## config.mk

```make
export PLATFORM = sky130hd
export DESIGN_NAME = m1et_sqrt
export DESIGN_NICKNAME = d
export VERILOG_FILES = /design/src/design/m1et_pkg.sv /design/src/design/m1et_sqrt.sv
export SDC_FILE = /design/constraint.sdc
export NUM_CORES = 2
export LEC_CHECK = 0
export BUFFER_PORTS_ARGS = -buffer_cell sky130_fd_sc_hd__buf_2
export CORE_MARGIN = 2
export CORE_UTILIZATION = 40
export CTS_CLUSTER_SIZE = 12
export DETAILED_ROUTE_END_ITERATION = 10
export SLEW_MARGIN = 20
export SYNTH_ARGS = -nofsm -noshare
export SYNTH_HDL_FRONTEND = slang
export SYNTH_SLANG_ARGS = --single-unit
```

## constraint.sdc

```tcl
create_clock -name i_clk -period 4.48 [get_ports i_clk]
set_clock_uncertainty 0.15 [all_clocks]
set_input_delay 0.448 -clock i_clk [delete_from_list [all_inputs] [get_ports i_clk]]
set_output_delay 0.448 -clock i_clk [all_outputs]
set_load 0.005 [all_outputs]
```

## src/design/m1et_pkg.sv

```systemverilog
package m1et_pkg;

    localparam int DW         = 32;
    localparam int SQRT_STEPS = 32;
    localparam int DIV_STEPS  = 32;

    localparam logic [16:0] ONE16       = 17'd65536;
    localparam logic [16:0] F_BELOW_ONE = 17'd65535;
    localparam logic [30:0] ONE30       = 31'h4000_0000;
    localparam logic [31:0] LIGHT_RESET = 32'd65536;
    localparam logic [19:0] DEN_BASE    = 20'd327680;

    // Pipeline stage numbers; a value tagged with stage k sits in a register of stage k.
    localparam int ST_IN    = 1;
    localparam int ST_SQ    = 2;
    localparam int ST_SUM   = 3;
    localparam int ST_SC    = 4;
    localparam int ST_SCSQ  = 5;
    localparam int ST_S2    = 6;
    localparam int ST_MODF  = ST_SUM + SQRT_STEPS;
    localparam int ST_CMP   = ST_MODF + 1;
    localparam int ST_R     = ST_S2 + SQRT_STEPS;
    localparam int ST_Q     = ST_CMP + DIV_STEPS;
    localparam int ST_FQ    = ST_Q + 1;
    localparam int ST_F2    = ST_FQ + 1;
    localparam int ST_NQDIV = ST_R + DIV_STEPS;
    localparam int ST_NQ    = ST_NQDIV + 1;
    localparam int ST_NN    = ST_NQ + 1;
    localparam int ST_CN    = ST_F2 + 1;
    localparam int ST_SQI   = ST_CN + SQRT_STEPS;
    localparam int ST_DEN   = ST_SQI + 1;
    localparam int ST_CHIQ  = ST_DEN + DIV_STEPS;
    localparam int ST_AB    = ST_CHIQ + 1;
    localparam int ST_COEF  = ST_AB + 1;
    localparam int ST_PROD  = ST_COEF + 1;
    localparam int ST_OUT   = ST_PROD + 1;

    // Tensor terms in the order xx, yy, zz, xy, xz, yz, with their two axes.
    localparam int NUM_TERMS = 6;
    localparam int NUM_DIAG  = 3;
    localparam int PJ [NUM_TERMS] = '{0, 1, 2, 0, 0, 1};
    localparam int PK [NUM_TERMS] = '{0, 1, 2, 1, 2, 2};

    typedef logic [2:0][DW-1:0]            t_vec3;
    typedef logic [2:0][63:0]              t_sq3;
    typedef logic [2:0][30:0]              t_nq3;
    typedef logic [NUM_TERMS-1:0][30:0]    t_nn6;
    typedef logic [NUM_TERMS-1:0][47:0]    t_coef6;
    typedef logic [NUM_TERMS-1:0][31:0]    t_term6;

endpackage

```

## src/design/m1et_sqrt.sv

```systemverilog
module m1et_sqrt (
    input  logic        i_clk,
    input  logic        i_en,
    input  logic [63:0] i_x,
    output logic [31:0] o_root
);

    logic [63:0] r_x [0:m1et_pkg::SQRT_STEPS-1];
    logic [63:0] r_r [0:m1et_pkg::SQRT_STEPS-1];
    logic [63:0] n_x [0:m1et_pkg::SQRT_STEPS-1];
    logic [63:0] n_r [0:m1et_pkg::SQRT_STEPS-1];

    // One result bit per stage, most significant first.
    always_comb begin
        logic [63:0] xp;
        logic [63:0] rp;
        logic [63:0] bv;
        logic [63:0] trial;
        for (int i = 0; i < m1et_pkg::SQRT_STEPS; i++) begin
            xp    = (i == 0) ? i_x : r_x[(i == 0) ? 0 : i - 1];
            rp    = (i == 0) ? 64'd0 : r_r[(i == 0) ? 0 : i - 1];
            bv    = 64'd1 << (62 - 2 * i);
            trial = rp + bv;
            if (xp >= trial) begin
                n_x[i] = xp - trial;
                n_r[i] = (rp >> 1) + bv;
            end else begin
                n_x[i] = xp;
                n_r[i] = rp >> 1;
            end
        end
    end

    always_ff @(posedge i_clk) begin
        if (i_en) begin
            for (int i = 0; i < m1et_pkg::SQRT_STEPS; i++) begin
                r_x[i] <= n_x[i];
                r_r[i] <= n_r[i];
            end
        end
    end

    assign o_root = r_r[m1et_pkg::SQRT_STEPS-1][31:0];

endmodule

```

Word level (Yosys, flattened, before mapping)
Memories as Yosys holds them, arrays and structs flattened.
Cells that the tools add are included.
{ "op_classes": {"addsub": 94, "order_cmp": 32, "n_mux": 66} }
{ "op_table": {"columns": ["op", "n"], "rows": [
  ["2-to-1 mux 64 bit", 63],
  ["greater-or-equal comparator 64 bit", 31],
  ["subtractor 64 bit", 31],
  ["adder 63 x 1 -> 64 bit, second input constant", 1],
  ["adder 63 x 11 -> 64 bit, second input constant", 1],
  ["adder 63 x 13 -> 64 bit, second input constant", 1],
  ["adder 63 x 15 -> 64 bit, second input constant", 1],
  ["adder 63 x 17 -> 64 bit, second input constant", 1],
  ["adder 63 x 19 -> 64 bit, second input constant", 1],
  ["adder 63 x 21 -> 64 bit, second input constant", 1],
  ["adder 63 x 23 -> 64 bit, second input constant", 1],
  ["adder 63 x 25 -> 64 bit, second input constant", 1],
  ["adder 63 x 27 -> 64 bit, second input constant", 1],
  ["adder 63 x 29 -> 64 bit, second input constant", 1],
  ["adder 63 x 3 -> 64 bit, second input constant", 1],
  ["adder 63 x 31 -> 64 bit, second input constant", 1],
  ["adder 63 x 33 -> 64 bit, second input constant", 1],
  ["adder 63 x 35 -> 64 bit, second input constant", 1],
  ["adder 63 x 37 -> 64 bit, second input constant", 1],
  ["adder 63 x 39 -> 64 bit, second input constant", 1],
  ["adder 63 x 41 -> 64 bit, second input constant", 1],
  ["adder 63 x 43 -> 64 bit, second input constant", 1],
  ["adder 63 x 45 -> 64 bit, second input constant", 1],
  ["adder 63 x 47 -> 64 bit, second input constant", 1],
  ["other kinds (45)", 46]
]} }
{ "totals": {"regBits": 0, "mem_bits_rw": 4096, "in_bits": 66, "output_inout_bits": 32, "wordCells": 194, "n_memories": 2} }
{ "mem_list": {"columns": ["memory", "depth", "word_bits", "rd", "rd_clocked_by_memory_dff", "write_ports", "line_no", "source"], "rows": [
  ["r_r", 32, 64, 32, 0, 32, "m1et_sqrt.sv:9", "logic [63:0] r_r [0:m1et_pkg::SQRT_STEPS-1];"],
  ["r_x", 32, 64, 31, 0, 32, "m1et_sqrt.sv:8", "logic [63:0] r_x [0:m1et_pkg::SQRT_STEPS-1];"]
]} }

Longest topological paths before layout
An unclocked memory read counts as a cell.
{ "logic_depth": {"word_depth": 4, "mapped_depth": 15, "depth_no_buf": 13} }

Worst setup path before layout
Ideal clock, no wire load.
{ "synth_path": {"path_type": "register -> register", "startpoint": "memory r_x[20][50] (netlist: r_x[1][306])", "endpoint": "memory r_x[21][52] (netlist: r_x[1][372]) (data pin)", "setup_ns": 0.271, "arrival_ns": 3.461, "required_time_ns": 4.059, "slack_ns": 0.597, "stages_incl_launch_ff": 13, "path_buffers": 1, "synth_period_minus_slack_ns": 3.883, "cell_sequence": "edfxtp_1 -> or4_1 -> or4b_1 -> or4_1 -> or4_4 -> nor4_4 -> inv_2 -> nand2b_2 -> a311o_1 -> or2_1 -> buf_4 -> nor4_1 -> xor2_1"} }
{ "synth_rtl": {"columns": ["item", "line_no"], "rows": [
  ["start: declaration", "m1et_sqrt.sv:8"]
]} }

==> flow_metrics.tcl <==
set metrics [dict create \
    status "complete, no violations" \
    crit_start "r_r[1][650]" \
    path_cells "inv_1 -> ha_1 -> nand2b_1 -> a21oi_1 -> a21oi_1 -> a211oi_1 -> a31oi_1 -> o2111ai_4 -> nand4_1 -> or4b_2 -> xnor2_1" \
    met1_usage_pct 21.2 \
    gp_congestion 0.942 \
    power_w 0.0697 \
    relSlewSlack_pct 31.5 \
    grt-busiest-layer "met2" \
    met3_usage_pct 2.37 \
    netlist_instances 9558 \
    powerDensity_nw_per_um2 514 \
    avgViaCountPerCell 5.41 \
    hold_viol_final 0 \
    portBuffers 97 \
    synth_flop_cell "edfxtp_1" \
    ff_latch_area_um2 75400 \
    clk_latency_ps 860 \
    r2r-end "r_x[1][758]" \
    grt_usage_pct 20.3 \
    cp-end-kind "register" \
    cts.clk_slew.worst_paths_ps 60 \
    wl_per_cell_um 22.2 \
    max_slew.worst_pin.slew_ps 1030 \
    critical-path-slowest-cell "or4b_2" \
    synth_area_um2 120000 \
    yosysWarningCount 0 \
    finalNetCount 10600 \
    drive_gt1_share_pct 8.28 \
    vdd_drop_max_uv 346 \
    rr_startpoint "r_r[1][650]" \
    syn-num-nets 10200 \
    cts_root_buf "clkbuf_16" \
    num_vias 76600 \
    yosysUniqueCellTypes 87 \
    ys_seq_area_share_pct 62.9 \
    clock-sinks 2512 \
    crit_path_frequent_cell "a21oi_1" \
    layout.cells.non_filler 14200 \
    worstHoldPathType "in2reg" \
    grtUsageMet2_pct 38.4 \
    whs_ps 152 \
    grt_pass1_vias 76600 \
    r2r_cells 11 \
    ys_seq_elements 2512 \
    max_clock_freq_mhz 237 \
    cts_tree "yes" \
    synth_edf_count 2512 \
    worstSetupStartpointType "register" \
    worstHoldPathCells 2 \
    postRouteAntennaNets 0 \
    grt_max_degree 178 \
    crit_buf_inv 1 \
    grt_overflow 0 \
    required_ps 4890 \
    io_pins 98 \
    layout_min_cycle_time_ps 4220 \
    rows 201 \
    dp_hpwl_mm 241 \
    setup_violations 0 \
    final_cell_mix "edfxtp_1 (2512), inv_1 (698), nor2_1 (662)" \
    grt_pass1_wl_mm 468 \
    min_period_over_period_pct 94.2 \
    fillCellCount 26800 \
    clk_path_buf_depth 4 \
    die_x_um 552 \
    cts_setup_buffers 0 \
    antenna_found_initial 6 \
    multi_input_area_um2 41200 \
    critical_path_class "reg2reg" \
    leakage_nw 50.9 \
    hp-start "i_x[53]" \
    cp_top_family "compound AO/OA/AOI/OAI gates" \
    numCtsBuffers 284 \
    final_common_cell "edfxtp_1" \
    start_util_pct 40.1 \
    dpl.cell_count 13600 \
    htreeDepth 5 \
    rsz0062_at_grt "no" \
    min_to "r_x[0][53]" \
    first_iter_violations 5843 \
    fp.coreArea_um2 299000 \
    avgSynthCellArea_um2 12.5 \
    async_flop_share_pct 0 \
    cp.arrival_ps 4630 \
    drv_cap 0 \
    first_pass_iters 6 \
    place_ws_ps -160 \
    final_max_slew_viol_count 0 \
    syn_to_final_growth_pct 13.2 \
    fp.dieH_um 552 \
    fp.dieArea_um2 304000 \
    worst_slack_ps 258 \
    wirelength_mm 314 \
    crit_fanout 7 \
    cp_slowest_stage_delay_ps 700 \
    drc_errors 0 \
    r2r_slack_ps 260 \
]
==> final cells by class <==
class                   instances  area share (%)
well taps                    3958            3.65
diodes                          4         0.00737
clock buffers                 342            5.52
repair buffers                371            2.18
multi-input cells            6148            30.4
inverters                     703            1.94
flip-flops and latches       2512            55.6
clock inverters               122           0.765
==> report_power, final <==
group	total [W]	leakage, nW	switching (W)	internal, W
Combinational	0.0154	22.5	0.00918	0.00623
Sequential	0.0326	24.2	0.00266	0.0299
Clock	0.0217	4.18	0.00900	0.0128
Total	0.0697	50.9	0.0208	0.0489
==> logic make-up after synthesis <==
group | Yosys count | share of synthesized area (%)
XOR/XNOR | 876 | 6.40
buffers and inverters | 898 | 2.82
AND/OR/NAND/NOR | 2830 | 12.0
flip-flops | 2512 | 62.9
adder cells (fa/ha/maj) | 558 | 5.82
AO/OA/AOI/OAI | 1796 | 9.23
multiplexers | 88 | 0.819
==> through the flow <==
step,setup TNS (ps),area (um^2),utilization [%]
after floorplan,0,120000,-
after global placement,-1750,126000,42.3
after detailed placement,-636,126000,42.3
after CTS,0,136000,45.4
after global routing,0,136000,45.4
final,0,136000,45.4
==> worst reg2reg max path: stages, from the launching register on <==
cell       delay, ps
edfxtp_1         540
inv_1             80
ha_1             370
nand2b_1         100
a21oi_1          290
a21oi_1          200
a211oi_1         480
a31oi_1          280
o2111ai_4        370
nand4_1          240
or4b_2           700
xnor2_1          150
==> routing by layer <==
| metal | part of all wire (%) | up-vias |
|---|---|---|
| li1 | - | 36700 |
| met1 | 36 | 37200 |
| met2 | 54 | 2011 |
| met3 | 3.7 | 691 |
| met4 | 7.0 | 4 |
| met5 | 0.010 | - |
==> Yosys cell counts, drive strengths merged (62+ instances only) <==
cell type | number | area, um^2
o21ai | 435 | 2180
nand2 | 650 | 2440
nand3 | 143 | 716
o21a | 89 | 668
clkbuf | 185 | 696
xnor2 | 428 | 3750
a21oi | 616 | 3080
inv | 700 | 2630
mux2 | 81 | 912
nor2 | 663 | 2490
nor4 | 322 | 2040
edfxtp | 2512 | 75400
o21bai | 62 | 465
nor3 | 285 | 1440
xor2 | 448 | 3920
or4 | 68 | 514
a21o | 219 | 1640
ha | 558 | 6980
nand2b | 110 | 691
nor2b | 75 | 469
or3 | 98 | 613
nand4 | 172 | 1080
==> flip-flops by register name (all words and copies together), names as in the netlist <==
name,flops
r_r,528
r_x,1984
==> how the worst max path moves through the flow <==
stage / end / slack, ps / depth (start not counted)
detailed placement: r_x[1][758] / -160 / 9
floorplan: r_x[1][372] / 600 / 12
global placement: r_x[1][435] / -430 / 12
CTS: r_x[1][435] / 50 / 12
global route: r_x[1][441] / 3 / 13
finish: r_x[1][758] / 260 / 11
==> timing repair <==
| item | CTS | global route |
|---|---|---|
| gates cloned | 0 | 0 |
| hold buffers | 66 | 0 |
| endpoints found under the setup margin | 18 | 24 |
| gates resized for setup | 1 | 7 |
| endpoints found under the hold margin | 89 | 0 |
| pin swaps | 0 | 0 |
Note: power is estimated with default switching activity, not from simulation.
